===== config.mk =====
export PLATFORM = sky130hd
export DESIGN_NAME = joystick_axis_deviation_percent
export DESIGN_NICKNAME = d
export VERILOG_FILES = /design/src/rtl/core/jadp_pkg.sv /design/src/rtl/core/jadp_prep.sv /design/src/rtl/core/jadp_div_stage.sv /design/src/rtl/core/jadp_out.sv /design/src/rtl/core/joystick_axis_deviation_percent.sv
export VERILOG_INCLUDE_DIRS = /design/src /design/src/rtl/core
export SDC_FILE = /design/constraint.sdc
export NUM_CORES = 1
export LEC_CHECK = 0
export ABC_AREA = 1
export BUFFER_PORTS_ARGS = -buffer_cell sky130_fd_sc_hd__buf_2
export CAP_MARGIN = 15
export CORE_ASPECT_RATIO = 1.2
export CORE_MARGIN = 2
export CORE_UTILIZATION = 35
export CTS_BUF_LIST = sky130_fd_sc_hd__clkbuf_8
export DETAILED_ROUTE_END_ITERATION = 10
export PLACE_DENSITY_LB_ADDON = 0.05
export SETUP_SLACK_MARGIN = 0.1
export SLEW_MARGIN = 40
export SYNTH_ARGS = -nofsm -noshare
export SYNTH_HDL_FRONTEND = slang
export SYNTH_SLANG_ARGS = --single-unit
export TNS_END_PERCENT = 10

===== constraint.sdc =====
create_clock -name clk -period 9.6 [get_ports clk]
set_input_delay 0.48 -clock clk [delete_from_list [all_inputs] [get_ports clk]]
set_output_delay 0.48 -clock clk [all_outputs]
set_load 0.005 [all_outputs]

===== src/rtl/core/joystick_axis_deviation_percent_assert.svh =====
// Assertion macros for the joystick axis deviation block.
// Used by the top level only; expects clk and rst_n in scope.
`ifndef JOYSTICK_AXIS_DEVIATION_PERCENT_ASSERT_SVH
`define JOYSTICK_AXIS_DEVIATION_PERCENT_ASSERT_SVH

// Same-cycle implication, checked outside reset
`define JADP_ASSERT_IMP(lbl, ante, cons, msg) \
  lbl: assert property (@(posedge clk) disable iff (!rst_n) (ante) |-> (cons)) \
    else $error(msg);

// Next-cycle implication, checked outside reset
`define JADP_ASSERT_NXT(lbl, ante, cons, msg) \
  lbl: assert property (@(posedge clk) disable iff (!rst_n) (ante) |=> (cons)) \
    else $error(msg);

`endif


===== src/rtl/core/jadp_pkg.sv =====
// Shared types and constants of the joystick axis deviation block.
// No dependencies; imported by every module of the block.
`default_nettype none
package jadp_pkg;

  localparam int SAMPLE_W = 12;
  localparam int NUM_W    = 19;   // (sample span) * 100 fits here
  localparam int Q_W      = 7;    // quotient bits kept before saturation
  localparam int PCT_W    = 8;
  localparam int PCT_MAX  = 100;
  localparam int IDX_W    = 3;

  // Register indexes of the configuration port
  localparam logic [IDX_W-1:0] REG_IDLE_X  = 3'd0;
  localparam logic [IDX_W-1:0] REG_IDLE_Y  = 3'd1;
  localparam logic [IDX_W-1:0] REG_MIN_X   = 3'd2;
  localparam logic [IDX_W-1:0] REG_MIN_Y   = 3'd3;
  localparam logic [IDX_W-1:0] REG_MAX_X   = 3'd4;
  localparam logic [IDX_W-1:0] REG_MAX_Y   = 3'd5;
  localparam logic [IDX_W-1:0] REG_USE_CAL = 3'd6;

  // Per-word control bits that ride along the pipe
  typedef struct packed {
    logic zero;   // result forced to 0
    logic down;   // sample below idle: result is q - 100
    logic ovf;    // quotient reached 128 or more
  } ctl_t;

endpackage
`default_nettype wire


===== src/rtl/core/jadp_prep.sv =====
// Front stage: axis select, clamp, span and divisor setup, numerator * 100.
// Depends on jadp_pkg.
`default_nettype none
module jadp_prep #(
  parameter int unsigned ADC_FULL_SCALE = 4095,
  parameter int DW = 12,
  parameter int RW = 19
) (
  input  wire logic                          clk,
  input  wire logic                          rst_n,
  input  wire logic                          in_valid,
  output logic                               in_ready,
  input  wire logic                          axis_sel,
  input  wire logic [jadp_pkg::SAMPLE_W-1:0] sample,
  input  wire logic [jadp_pkg::SAMPLE_W-1:0] idle_x,
  input  wire logic [jadp_pkg::SAMPLE_W-1:0] idle_y,
  input  wire logic [jadp_pkg::SAMPLE_W-1:0] min_x,
  input  wire logic [jadp_pkg::SAMPLE_W-1:0] min_y,
  input  wire logic [jadp_pkg::SAMPLE_W-1:0] max_x,
  input  wire logic [jadp_pkg::SAMPLE_W-1:0] max_y,
  input  wire logic                          use_cal,
  output logic                               out_valid,
  input  wire logic                          out_ready,
  output logic [RW-1:0]                      rem,
  output logic [DW-1:0]                      den,
  output logic [jadp_pkg::Q_W-1:0]           quo,
  output jadp_pkg::ctl_t                     ctl
);
  import jadp_pkg::*;

  logic [SAMPLE_W-1:0] idle, lo, hi, cur, base, diff;
  logic [DW-1:0]       top_v, idle_w, den_nxt;
  logic                up, den_ok;
  logic [NUM_W-1:0]    num;
  ctl_t                ctl_nxt;

  logic                valid_r;
  logic [RW-1:0]       rem_r;
  logic [DW-1:0]       den_r;
  ctl_t                ctl_r;

  // Pick the axis, clamp in calibrated mode, choose the span
  always_comb begin
    idle   = axis_sel ? idle_y : idle_x;
    lo     = axis_sel ? min_y : min_x;
    hi     = axis_sel ? max_y : max_x;
    cur    = (use_cal && (sample < lo)) ? lo : sample;
    base   = use_cal ? lo : '0;
    top_v  = use_cal ? DW'(hi) : DW'(ADC_FULL_SCALE);
    idle_w = DW'(idle);
    up     = cur >= idle;
    if (up) begin
      diff    = cur - idle;
      den_ok  = top_v > idle_w;
      den_nxt = top_v - idle_w;
    end else begin
      diff    = cur - base;
      den_ok  = idle > base;
      den_nxt = DW'(idle - base);
    end
    num          = NUM_W'(diff) * NUM_W'(PCT_MAX);
    ctl_nxt.zero = (use_cal && (hi == '0)) || !den_ok;
    ctl_nxt.down = !up;
    ctl_nxt.ovf  = 1'b0;
  end

  assign in_ready = !valid_r || out_ready;

  // Stage register
  always_ff @(posedge clk) begin
    if (!rst_n) begin
      valid_r <= 1'b0;
    end else if (in_ready) begin
      valid_r <= in_valid;
    end
    if (in_ready && in_valid) begin
      rem_r <= RW'(num);
      den_r <= den_nxt;
      ctl_r <= ctl_nxt;
    end
  end

  assign out_valid = valid_r;
  assign rem       = rem_r;
  assign den       = den_r;
  assign quo       = '0;
  assign ctl       = ctl_r;
endmodule
`default_nettype wire


===== src/rtl/core/jadp_div_stage.sv =====
// One stage of the restoring divider: a few quotient bits per stage,
// optionally with the quotient-overflow check. Depends on jadp_pkg.
`default_nettype none
module jadp_div_stage #(
  parameter int DW = 12,
  parameter int RW = 19,
  parameter int QHI = 6,
  parameter int NB = 2,
  parameter bit CHK_OVF = 1'b0
) (
  input  wire logic                    clk,
  input  wire logic                    rst_n,
  input  wire logic                    in_valid,
  output logic                         in_ready,
  input  wire logic [RW-1:0]           rem_i,
  input  wire logic [DW-1:0]           den_i,
  input  wire logic [jadp_pkg::Q_W-1:0] quo_i,
  input  wire jadp_pkg::ctl_t          ctl_i,
  output logic                         out_valid,
  input  wire logic                    out_ready,
  output logic [RW-1:0]                rem_o,
  output logic [DW-1:0]                den_o,
  output logic [jadp_pkg::Q_W-1:0]     quo_o,
  output jadp_pkg::ctl_t               ctl_o
);
  import jadp_pkg::*;

  logic [RW-1:0]  rem_nxt;
  logic [Q_W-1:0] quo_nxt;
  ctl_t           ctl_nxt;

  logic           valid_r;
  logic [RW-1:0]  rem_r;
  logic [DW-1:0]  den_r;
  logic [Q_W-1:0] quo_r;
  ctl_t           ctl_r;

  // Compare and subtract, one quotient bit per step
  always_comb begin
    logic [RW-1:0] sh;
    rem_nxt = rem_i;
    quo_nxt = quo_i;
    ctl_nxt = ctl_i;
    if (CHK_OVF) begin
      ctl_nxt.ovf = rem_i >= (RW'(den_i) << Q_W);
    end
    for (int i = 0; i < NB; i++) begin
      sh = RW'(den_i) << (QHI - i);
      if (rem_nxt >= sh) begin
        rem_nxt          = rem_nxt - sh;
        quo_nxt[QHI - i] = 1'b1;
      end
    end
  end

  assign in_ready = !valid_r || out_ready;

  always_ff @(posedge clk) begin
    if (!rst_n) begin
      valid_r <= 1'b0;
    end else if (in_ready) begin
      valid_r <= in_valid;
    end
    if (in_ready && in_valid) begin
      rem_r <= rem_nxt;
      den_r <= den_i;
      quo_r <= quo_nxt;
      ctl_r <= ctl_nxt;
    end
  end

  assign out_valid = valid_r;
  assign rem_o     = rem_r;
  assign den_o     = den_r;
  assign quo_o     = quo_r;
  assign ctl_o     = ctl_r;
endmodule
`default_nettype wire


===== src/rtl/core/jadp_out.sv =====
// Output stage: sign, saturation and the result register.
// Depends on jadp_pkg.
`default_nettype none
module jadp_out (
  input  wire logic                     clk,
  input  wire logic                     rst_n,
  input  wire logic                     in_valid,
  output logic                          in_ready,
  input  wire logic [jadp_pkg::Q_W-1:0] quo_i,
  input  wire jadp_pkg::ctl_t           ctl_i,
  output logic                          out_valid,
  input  wire logic                     out_ready,
  output logic [jadp_pkg::PCT_W-1:0]    percent
);
  import jadp_pkg::*;

  logic [PCT_W-1:0] pct_nxt;
  logic             valid_r;
  logic [PCT_W-1:0] pct_r;

  // Zero flag: 0; below idle: q - 100; above: q, capped at 100
  always_comb begin
    if (ctl_i.zero) begin
      pct_nxt = '0;
    end else if (ctl_i.down) begin
      pct_nxt = PCT_W'(quo_i) - PCT_W'(PCT_MAX);
    end else if (ctl_i.ovf || (PCT_W'(quo_i) > PCT_W'(PCT_MAX))) begin
      pct_nxt = PCT_W'(PCT_MAX);
    end else begin
      pct_nxt = PCT_W'(quo_i);
    end
  end

  assign in_ready = !valid_r || out_ready;

  always_ff @(posedge clk) begin
    if (!rst_n) begin
      valid_r <= 1'b0;
    end else if (in_ready) begin
      valid_r <= in_valid;
    end
    if (in_ready && in_valid) begin
      pct_r <= pct_nxt;
    end
  end

  assign out_valid = valid_r;
  assign percent   = pct_r;
endmodule
`default_nettype wire


===== src/rtl/core/joystick_axis_deviation_percent.sv =====
// Joystick axis deviation: one ADC word in, one signed percent word out.
// Throughput is one word per clock unless the output stalls. A word passes the
// setup stage, four restoring-divider stages (overflow check plus one
// quotient bit, then two bits each) and the output register. Each stage holds
// its word under backpressure and fills bubbles, so input is still taken while
// a result waits. The user must write configuration registers through cfg_we,
// cfg_index, cfg_wdata only while no word is in flight; the block does not check.
// Depends on jadp_pkg, jadp_prep, jadp_div_stage, jadp_out and the assert header.
`default_nettype none
`include "joystick_axis_deviation_percent_assert.svh"
module joystick_axis_deviation_percent #(
  parameter int unsigned ADC_FULL_SCALE = 4095
) (
  input  wire logic                        clk,
  input  wire logic                        rst_n,
  // in_tdata: [11:0] sample, [15:12] zero
  input  wire logic                        in_tvalid,
  output logic                             in_tready,
  input  wire logic [15:0]                 in_tdata,
  // in_tuser: [0] axis_sel
  input  wire logic                        in_tuser,
  // out_tdata: [7:0] percent
  output logic                             out_tvalid,
  input  wire logic                        out_tready,
  output logic [7:0]                       out_tdata,
  input  wire logic                        cfg_we,
  input  wire logic [jadp_pkg::IDX_W-1:0]  cfg_index,
  input  wire logic [jadp_pkg::SAMPLE_W-1:0] cfg_wdata
);
  import jadp_pkg::*;

  localparam int FSW = $clog2(ADC_FULL_SCALE + 1);
  localparam int DW  = (FSW > SAMPLE_W) ? FSW : SAMPLE_W;
  localparam int RW  = ((DW + Q_W) > NUM_W) ? (DW + Q_W) : NUM_W;
  localparam int NST = 4;

  logic [SAMPLE_W-1:0] idle_x_r, idle_y_r, min_x_r, min_y_r, max_x_r, max_y_r;
  logic                use_cal_r;

  // Configuration registers
  always_ff @(posedge clk) begin
    if (!rst_n) begin
      idle_x_r  <= SAMPLE_W'(2048);
      idle_y_r  <= SAMPLE_W'(2048);
      min_x_r   <= '0;
      min_y_r   <= '0;
      max_x_r   <= '0;
      max_y_r   <= '0;
      use_cal_r <= 1'b0;
    end else if (cfg_we) begin
      case (cfg_index)
        REG_IDLE_X:  idle_x_r  <= cfg_wdata;
        REG_IDLE_Y:  idle_y_r  <= cfg_wdata;
        REG_MIN_X:   min_x_r   <= cfg_wdata;
        REG_MIN_Y:   min_y_r   <= cfg_wdata;
        REG_MAX_X:   max_x_r   <= cfg_wdata;
        REG_MAX_Y:   max_y_r   <= cfg_wdata;
        REG_USE_CAL: use_cal_r <= cfg_wdata[0];
        default: ;
      endcase
    end
  end

  // Stage links: index 0 is the setup stage, 1..NST the divider stages
  logic           v   [NST+1];
  logic           rdy [NST+1];
  logic [RW-1:0]  rem [NST+1];
  logic [DW-1:0]  den [NST+1];
  logic [Q_W-1:0] quo [NST+1];
  ctl_t           ctl [NST+1];
  logic           out_rdy;

  jadp_prep #(
    .ADC_FULL_SCALE(ADC_FULL_SCALE), .DW(DW), .RW(RW)
  ) u_prep (
    .clk(clk), .rst_n(rst_n),
    .in_valid(in_tvalid), .in_ready(in_tready),
    .axis_sel(in_tuser), .sample(in_tdata[SAMPLE_W-1:0]),
    .idle_x(idle_x_r), .idle_y(idle_y_r),
    .min_x(min_x_r), .min_y(min_y_r),
    .max_x(max_x_r), .max_y(max_y_r),
    .use_cal(use_cal_r),
    .out_valid(v[0]), .out_ready(rdy[0]),
    .rem(rem[0]), .den(den[0]), .quo(quo[0]), .ctl(ctl[0])
  );

  // Divider: overflow check and bit 6, then bits 5..4, 3..2, 1..0
  for (genvar s = 1; s <= NST; s++) begin : g_div
    localparam int QHI = (s == 1) ? (Q_W - 1) : (Q_W - 2 * s + 2);
    localparam int NB  = (s == 1) ? 1 : 2;
    jadp_div_stage #(
      .DW(DW), .RW(RW), .QHI(QHI), .NB(NB), .CHK_OVF(s == 1)
    ) u_div (
      .clk(clk), .rst_n(rst_n),
      .in_valid(v[s-1]), .in_ready(rdy[s-1]),
      .rem_i(rem[s-1]), .den_i(den[s-1]), .quo_i(quo[s-1]), .ctl_i(ctl[s-1]),
      .out_valid(v[s]), .out_ready(rdy[s]),
      .rem_o(rem[s]), .den_o(den[s]), .quo_o(quo[s]), .ctl_o(ctl[s])
    );
  end

  assign rdy[NST] = out_rdy;

  jadp_out u_out (
    .clk(clk), .rst_n(rst_n),
    .in_valid(v[NST]), .in_ready(out_rdy),
    .quo_i(quo[NST]), .ctl_i(ctl[NST]),
    .out_valid(out_tvalid), .out_ready(out_tready),
    .percent(out_tdata)
  );

  // Checks
  `JADP_ASSERT_IMP(a_pct_range, out_tvalid,
    ($signed(out_tdata) <= 8'sd100) && ($signed(out_tdata) >= -8'sd100),
    "percent out of range")
  `JADP_ASSERT_IMP(a_down_no_ovf, v[NST] && !ctl[NST].zero && ctl[NST].down,
    !ctl[NST].ovf && (quo[NST] < Q_W'(PCT_MAX)),
    "below-idle quotient not under 100")
  `JADP_ASSERT_IMP(a_stall_full, !in_tready,
    v[0] && v[1] && v[2] && v[3] && v[4] && out_tvalid,
    "input stalled with a bubble in the pipe")
  `JADP_ASSERT_NXT(a_stall_hold, out_tvalid && !out_tready && v[NST],
    v[NST] && $stable(quo[NST]),
    "word lost ahead of a stalled output")

endmodule
`default_nettype wire

==> metrics.txt, run 1 <==
Critical Path Sink Type flop; endpoints failing setup 0; relative slew slack 47.29%; # IOs 47; Min Clock Period, post-route 7419 ps; Clock transition at path regs 50 ps; root buf cell clkbuf_8; Max Fanout on Critical Path 22; Cell Rows 89; met3 wire len 1135 um; PwrDens 248.9 nW/um2; CP arrival 7750 ps; Max Cap Viol 0; cells after synthesis 2151; leakage 8.747 nW; Total GRT Usage 18.79%; crit path kind reg -> reg; metal2 WL 24180 um; DR iter-0 viols 683; EDFF count, synth 154; Synth Warn # 0; post-cts resize count 0; most frequent cells in the layout 380 x nand2_1, 287 x inv_1, 236 x nor2_1, 192 x ha_1, 165 x o21ai_0; Crit-path slowest cell o21ai_0; setup TNS 0 ps; Routed WL 46620 um; Peak Freq 134.8 MHz; Clock Sink Count 233; post-layout util 38.92%; Max Clock Skew 13.64 ps; Mapped Nets 2397; synth unique cells 61; number of global-route vias before repair 13.91k; startpoint type of the worst setup path flop; Final nets 2455; Highest Signal Layer met4; GP Congestion 0.8653; core box area 48890 um2; H-tree lvl count 2; fraction of layout cells with a size suffix above 1 9.217%; Data required, critical path 9930 ps; sequential share of the synthesized area 36.02%; Fillers 5099; Die X 206.5 um; post-synthesis cell area 17230 um2; class of the tightest hold or removal check in -> reg; fin cells 2873; Clock Latency Late Sink 590 ps; Avg Inst Size Synth 8.009 um2; cts bufs inserted 43; Wirelength per Cell 16.23 um; synthesis-to-finish area growth 10.43%; initial antenna violation count 1; Synth Register Bits 233; RSZ-0062 raised after global routing false; hpwl dp 37220 um; CP dominant cell by count nand2_1; largest net degree at the start of global routing 74; Initial DRT Pass Iterations 5; Final period util 77.28%; Final Hold Viols 0; die span in y 247.0 um; asr flop ratio synth 0%; status complete, no violations; maximum VDD drop 0.0001374 V; M1 WL 19690 um; worst-margin pin slew 770.8 ps; clock tree from TritonCTS yes; Clock Path Buffers 3; setup bufs post-CTS 0; Overflow after GRT 0; Inst Count DP 2801; Final Max Tran Viols 0; most common cell after layout, fill and taps aside nand2_1; Via density 4.888; first-pass GRT wire length 74000 um; predominant post-synthesis flop cell edfxtp_1; DRT antenna net count 0; vias post-DR 14.04k; full die area 51020 um2; Residual DRC 0; Final Total Pwr 4.735 mW; hold_buf cts 0; port bufs 42; Starting Density 35.24%; slowest cell delay on critical path 540 ps
==> metrics by stage <==
stage | worst slack, ps | area [um2] | hold WS [ps]
2_1_floorplan | 2204 | 17230 | 400.3
3_3_place_gp | 1382 | 18140 | 405.6
3_5_place_dp | 1288 | 18170 | 404.5
4_1_cts | 1897 | 19020 | 117.2
5_1_grt | 1397 | 19020 | 161.6
6_report | 2181 | 19020 | 181.1
==> cells in the mapped netlist, types with 6 or more instances <==
library cell	number	area (um2)
nand4_1	28	175.2
o21bai_1	6	45.04
o21ai_1	39	195.2
mux2i_1	11	110.1
nor2_1	240	900.9
nor3_1	15	75.07
a21oi_1	162	810.8
fa_1	17	340.3
nand3_1	90	450.4
nand2_1	382	1434
nand2_2	13	81.33
edfxtp_1	154	4624
nor4_1	6	37.54
o21ai_2	8	70.07
o21ai_0	168	840.8
xnor2_1	41	359.1
ha_1	192	2402
inv_1	272	1021
dfxtp_1	79	1582
xor2_1	55	481.7
a211oi_1	7	52.55
or2_2	29	181.4
buf_2	7	35.03
clkbuf_1	29	108.9
nand3b_1	6	45.04
inv_2	13	48.80
a21o_1	9	67.56
a31oi_1	13	81.33
==> state kept, by name (all words and copies together) (netlist names), 2 cells and up <==
signal                 count
min_x_r                   12
u_prep.ctl                 2
max_x_r                   12
idle_x_r                  12
g_div.u_div.den_o         36
u_out.percent              8
g_div.u_div.quo_o         16
g_div.u_div.rem_o         51
g_div.u_div.ctl_o         12
idle_y_r                  12
max_y_r                   12
u_prep.den                12
min_y_r                   12
g_div.u_div.out_valid      4
u_prep.rem                17
==> path summary, 6_finish.rpt <==
check                          start                      end  slack (ps)  cells after the start
max                       min_x_r[4]           u_prep.rem[17]        2180                     41
min                       out_tready          u_out.out_valid         180                      4
max reg2reg               min_x_r[4]           u_prep.rem[17]        2180                     41
min reg2reg  g_div[3].u_div.quo_o[4]  g_div[4].u_div.quo_o[4]         420                      0
==> where the power goes <==
| part | total [mW] | internal, mW | switching [mW] |
|---|---|---|---|
| clock network | 0.965 | 0.546 | 0.419 |
| registers | 1.41 | 1.32 | 0.0899 |
| logic | 2.36 | 0.929 | 1.43 |
==> routing by layer <==
| metal | global-route usage [%] | vias up |
|---|---|---|
| met5 | 0 | - |
| met4 | 7.122 | 0 |
| met3 | 2.715 | 70 |
| met2 | 35.25 | 153 |
| met1 | 21.19 | 6464 |
| li1 | - | 7355 |
==> cell families after synthesis <==
logic type	Yosys count	share of synthesized area, %
XOR/XNOR	96	4.880
buffers and inverters	331	7.502
AND/OR/NAND/NOR	830	20.93
multiplexers	14	0.8352
adder cells (fa/ha/maj)	209	15.92
flip-flops	233	36.02
AO/OA/AOI/OAI	438	13.91
==> worst max-delay path, delay by kind of cell, from the launching register on <==
| kind | cells | cell delay [ps] |
|---|---|---|
| buffers and inverters | 5 | 580 |
| and+or+nand+nor | 18 | 1910 |
| xor gates and xnor gates | 1 | 120 |
| AOI/OAI and AO/OA | 10 | 2150 |
| DFF | 1 | 300 |
| adders and majority gates | 7 | 2100 |
==> layout make-up <==
| cell class | instances | area (um2) | share of cell area (%) |
|---|---|---|---|
| Clock inverter | 25 | 211.5 | 1.111 |
| Clock buffer | 46 | 633.1 | 3.328 |
| Multi-Input combinational cell | 1587 | 9754 | 51.27 |
| Antenna cell | 1 | 2.502 | 0.01315 |
| Sequential cell | 233 | 6206 | 32.62 |
| Timing Repair Buffer | 59 | 350.3 | 1.841 |
| Tap cell | 637 | 797.0 | 4.189 |
| Inverter | 285 | 1070 | 5.623 |
No activity file was read; power rests on OpenSTA's default activity.
==> inputs of run 2 (changes only) <==
--- a/config.mk
+++ b/config.mk
@@ -6,7 +6,7 @@
 export SDC_FILE = /design/constraint.sdc
 export NUM_CORES = 1
 export LEC_CHECK = 0
-export ABC_AREA = 1
+export ABC_AREA = 0
 export BUFFER_PORTS_ARGS = -buffer_cell sky130_fd_sc_hd__buf_2
 export CAP_MARGIN = 15
 export CORE_ASPECT_RATIO = 1.2
==> constraint.sdc (replaced) <==
create_clock -name clk -period 7.4 [get_ports clk]
set_input_delay 0.37 -clock clk [delete_from_list [all_inputs] [get_ports clk]]
set_output_delay 0.37 -clock clk [all_outputs]
set_load 0.005 [all_outputs]
==> run 2 against run 1 <==
Compared with the run above:
- clock skew increased by 31 ps
- critical path type unchanged
- utilization is 2.2 points higher
- global-route usage up 0.11 points
- register-to-register slack lost 1700 ps
- clock-buffer cell count rose by 1
- first-iteration DRC count down 30%
- design area increased by 3.7%
==> metrics.txt, run 2 <==
Mapped Nets 2088 (was 2397); Overflow after GRT 0 (unchanged); synth unique cells 77 (was 61); PwrDens 299.6 nW/um2 (was 248.9 nW/um2); CP bufs+invs 3 (was 5); Synth Warn # 0 (unchanged); class of the tightest hold or removal check in -> reg (unchanged); largest net degree at the start of global routing 80 (was 74); Initial DRT Pass Iterations 4 (was 5); crit path kind reg -> reg (unchanged); Data required, critical path 7720 ps (was 9930 ps); leakage 8.213 nW (was 8.747 nW); worst-margin pin slew 766.0 ps (was 770.8 ps); Die X 205.0 um (was 206.5 um); cells after synthesis 1842 (was 2151); cts bufs inserted 43 (unchanged); Final period util 93.44% (was 77.28%); post-synthesis cell area 16970 um2 (was 17230 um2); hold_buf cts 0 (unchanged); placed cell areas 18800 um2 (was 18170 um2); clock tree from TritonCTS yes (unchanged); Min Clock Period, post-route 6914 ps (was 7419 ps); Starting Density 35.34% (was 35.24%); post-layout util 41.11% (was 38.92%); Wirelength per Cell 17.63 um (was 16.23 um); Via density 5.047 (was 4.888); hpwl dp 37390 um (was 37220 um); port bufs 42 (unchanged); Peak Freq 144.6 MHz (was 134.8 MHz); most frequent cells in the layout 271 x nand2_1, 187 x ha_1, 154 x edfxtp_1, 134 x inv_1, 112 x a21oi_1 (was 380 x nand2_1, 287 x inv_1, 236 x nor2_1, 192 x ha_1, 165 x o21ai_0); asr flop ratio synth 0% (unchanged); largest cells by area after synthesis edfxtp_1 27%, ha_1 14%, dfxtp_1 9.3% (was edfxtp_1 27%, ha_1 14%, dfxtp_1 9.2%); most common cell after layout, fill and taps aside nand2_1 (unchanged); die span in y 245.2 um (was 247.0 um); Place WS -326.6 ps (was 1288 ps); Clock Sink Count 233 (unchanged); Cell Rows 88 (was 89); first-pass GRT wire length 74080 um (was 74000 um); top-count cell post-synth nand2_1 (unchanged); area leader, netlist edfxtp_1 (unchanged); DRT antenna net count 0 (unchanged); H-tree lvl count 2 (unchanged); Final Total Pwr 5.913 mW (was 4.735 mW); Crit-path slowest cell fa_1 (was o21ai_0); startpoint type of the worst setup path flop (unchanged); Final nets 2237 (was 2455); RSZ-0062 raised after global routing true (was false); Yosys top cell area share 27.25% (was 26.84%); root buf cell clkbuf_8 (unchanged); predominant post-synthesis flop cell edfxtp_1 (unchanged); full die area 50260 um2 (was 51020 um2); Clock Path Buffers 3 (unchanged); Post-synth top cells 271 x nand2_1, 192 x ha_1, 154 x edfxtp_1 (was 382 x nand2_1, 272 x inv_1, 240 x nor2_1); Crit path max-delay family adder cells (was compound AO/OA/AOI/OAI gates); DR iter-0 viols 475 (was 683); endpoints failing setup 0 (unchanged); slowest cell delay on critical path 490 ps (was 540 ps); synthesis-to-finish area growth 16.32% (was 10.43%); Avg Inst Size Synth 9.211 um2 (was 8.009 um2); fraction of layout cells with a size suffix above 1 14.34% (was 9.217%); Fillers 4867 (was 5099); vias post-DR 13.39k (was 14.04k); status complete, no violations (unchanged); CP arrival 7230 ps (was 7750 ps); setup slack after layout 485.6 ps (was 2181 ps); Final Max Tran Viols 0 (unchanged); Critical Path Sink Type flop (unchanged); core box area 48010 um2 (was 48890 um2); Hold Slack 98.45 ps (was 181.1 ps); Synth Register Bits 233 (unchanged); final instance area 19740 um2 (was 19020 um2); Max Clock Skew 44.75 ps (was 13.64 ps); maximum VDD drop 0.0001439 V (was 0.0001374 V); Max Fanout on Critical Path 6 (was 22); initial antenna violation count 1 (unchanged); Clock transition at path regs 60 ps (was 50 ps); number of global-route vias before repair 13.86k (was 13.91k); Final Hold Viols 0 (unchanged); Residual DRC 0 (unchanged); Total GRT Usage 18.91% (was 18.79%); CP dominant cell by count a21oi_2 (was nand2_1); Max Cap Viol 0 (unchanged); EDFF count, synth 154 (unchanged); sequential share of the synthesized area 36.58% (was 36.02%); Routed WL 46760 um (was 46620 um); # IOs 47 (unchanged); relative slew slack 48.46% (was 47.29%); GP Congestion 0.8282 (was 0.8653); max FFs per register 51 (unchanged); Clock Latency Late Sink 600 ps (was 590 ps)
[run 2: cell type report]
cell class / instances / area, um2 / share of cell area (%)
multi-input combinational: 1428 / 10300 / 52.17
sequential: 233 / 6206 / 31.44
timing repair buffer: 153 / 1116 / 5.655
tap: 630 / 788.3 / 3.994
clock buffer: 47 / 646.9 / 3.278
inverter: 132 / 495.5 / 2.510
clock inverter: 29 / 183.9 / 0.9319
antenna: 1 / 2.502 / 0.01268
[run 2: per-stage QoR]
step / std cells / setup TNS (ps)
5_1_grt: 2653 / 0
2_1_floorplan: 1842 / 0
3_3_place_gp: 2566 / -385.3
4_1_cts: 2648 / 0
6_report: 2653 / 0
3_5_place_dp: 2572 / -625.3
[run 2: cell families after synthesis]
logic type | synth area share, %
muxes | 4.093
xor gates and xnor gates | 5.678
adders and majority gates | 16.22
and+or+nand+nor | 15.68
DFF | 36.58
buffers and inverters | 4.211
AOI/OAI and AO/OA | 17.54
[run 2: per-layer routing]
metal | vias to the layer above | global-route usage, % | part of all wire [%]
met3 | 87 | 2.416 | 2.2
met5 | - | 0 | 0
met1 | 6272 | 20.93 | 41
li1 | 6880 | - | -
met2 | 151 | 35.90 | 53
met4 | 0 | 7.893 | 4.0
[run 2: final timing paths]
path / slack [ps] / endpoint / cells past startpoint / start
max reg2reg: 490 / u_prep.rem[18] / 36 / min_x_r[1]
min reg2reg: 410 / g_div[3].u_div.quo_o[5] / 0 / g_div[2].u_div.quo_o[5]
min: 100 / idle_x_r[3] / 3 / cfg_wdata[3]
max: 490 / u_prep.rem[18] / 36 / min_x_r[1]
[run 2: what timing repair did]
item	in CTS	in global routing
gates resized for setup	1	21
buffers inserted	0	3
pin swaps	0	9
setup endpoints to repair	1	3
gates cloned	0	1
[run 2: worst reg2reg max path, delay by kind of cell, from the launching register on]
kind	cells	cell delay, ps
xor gates and xnor gates	1	150
muxes	2	600
buffers and inverters	3	150
and+or+nand+nor	7	1050
DFF	1	310
AOI/OAI and AO/OA	15	2120
adders and majority gates	8	2250
[run 2: power by group]
group          internal [mW]  switching (mW)
Clock                  0.656           0.555
Sequential              1.68           0.103
Combinational           1.34            1.58
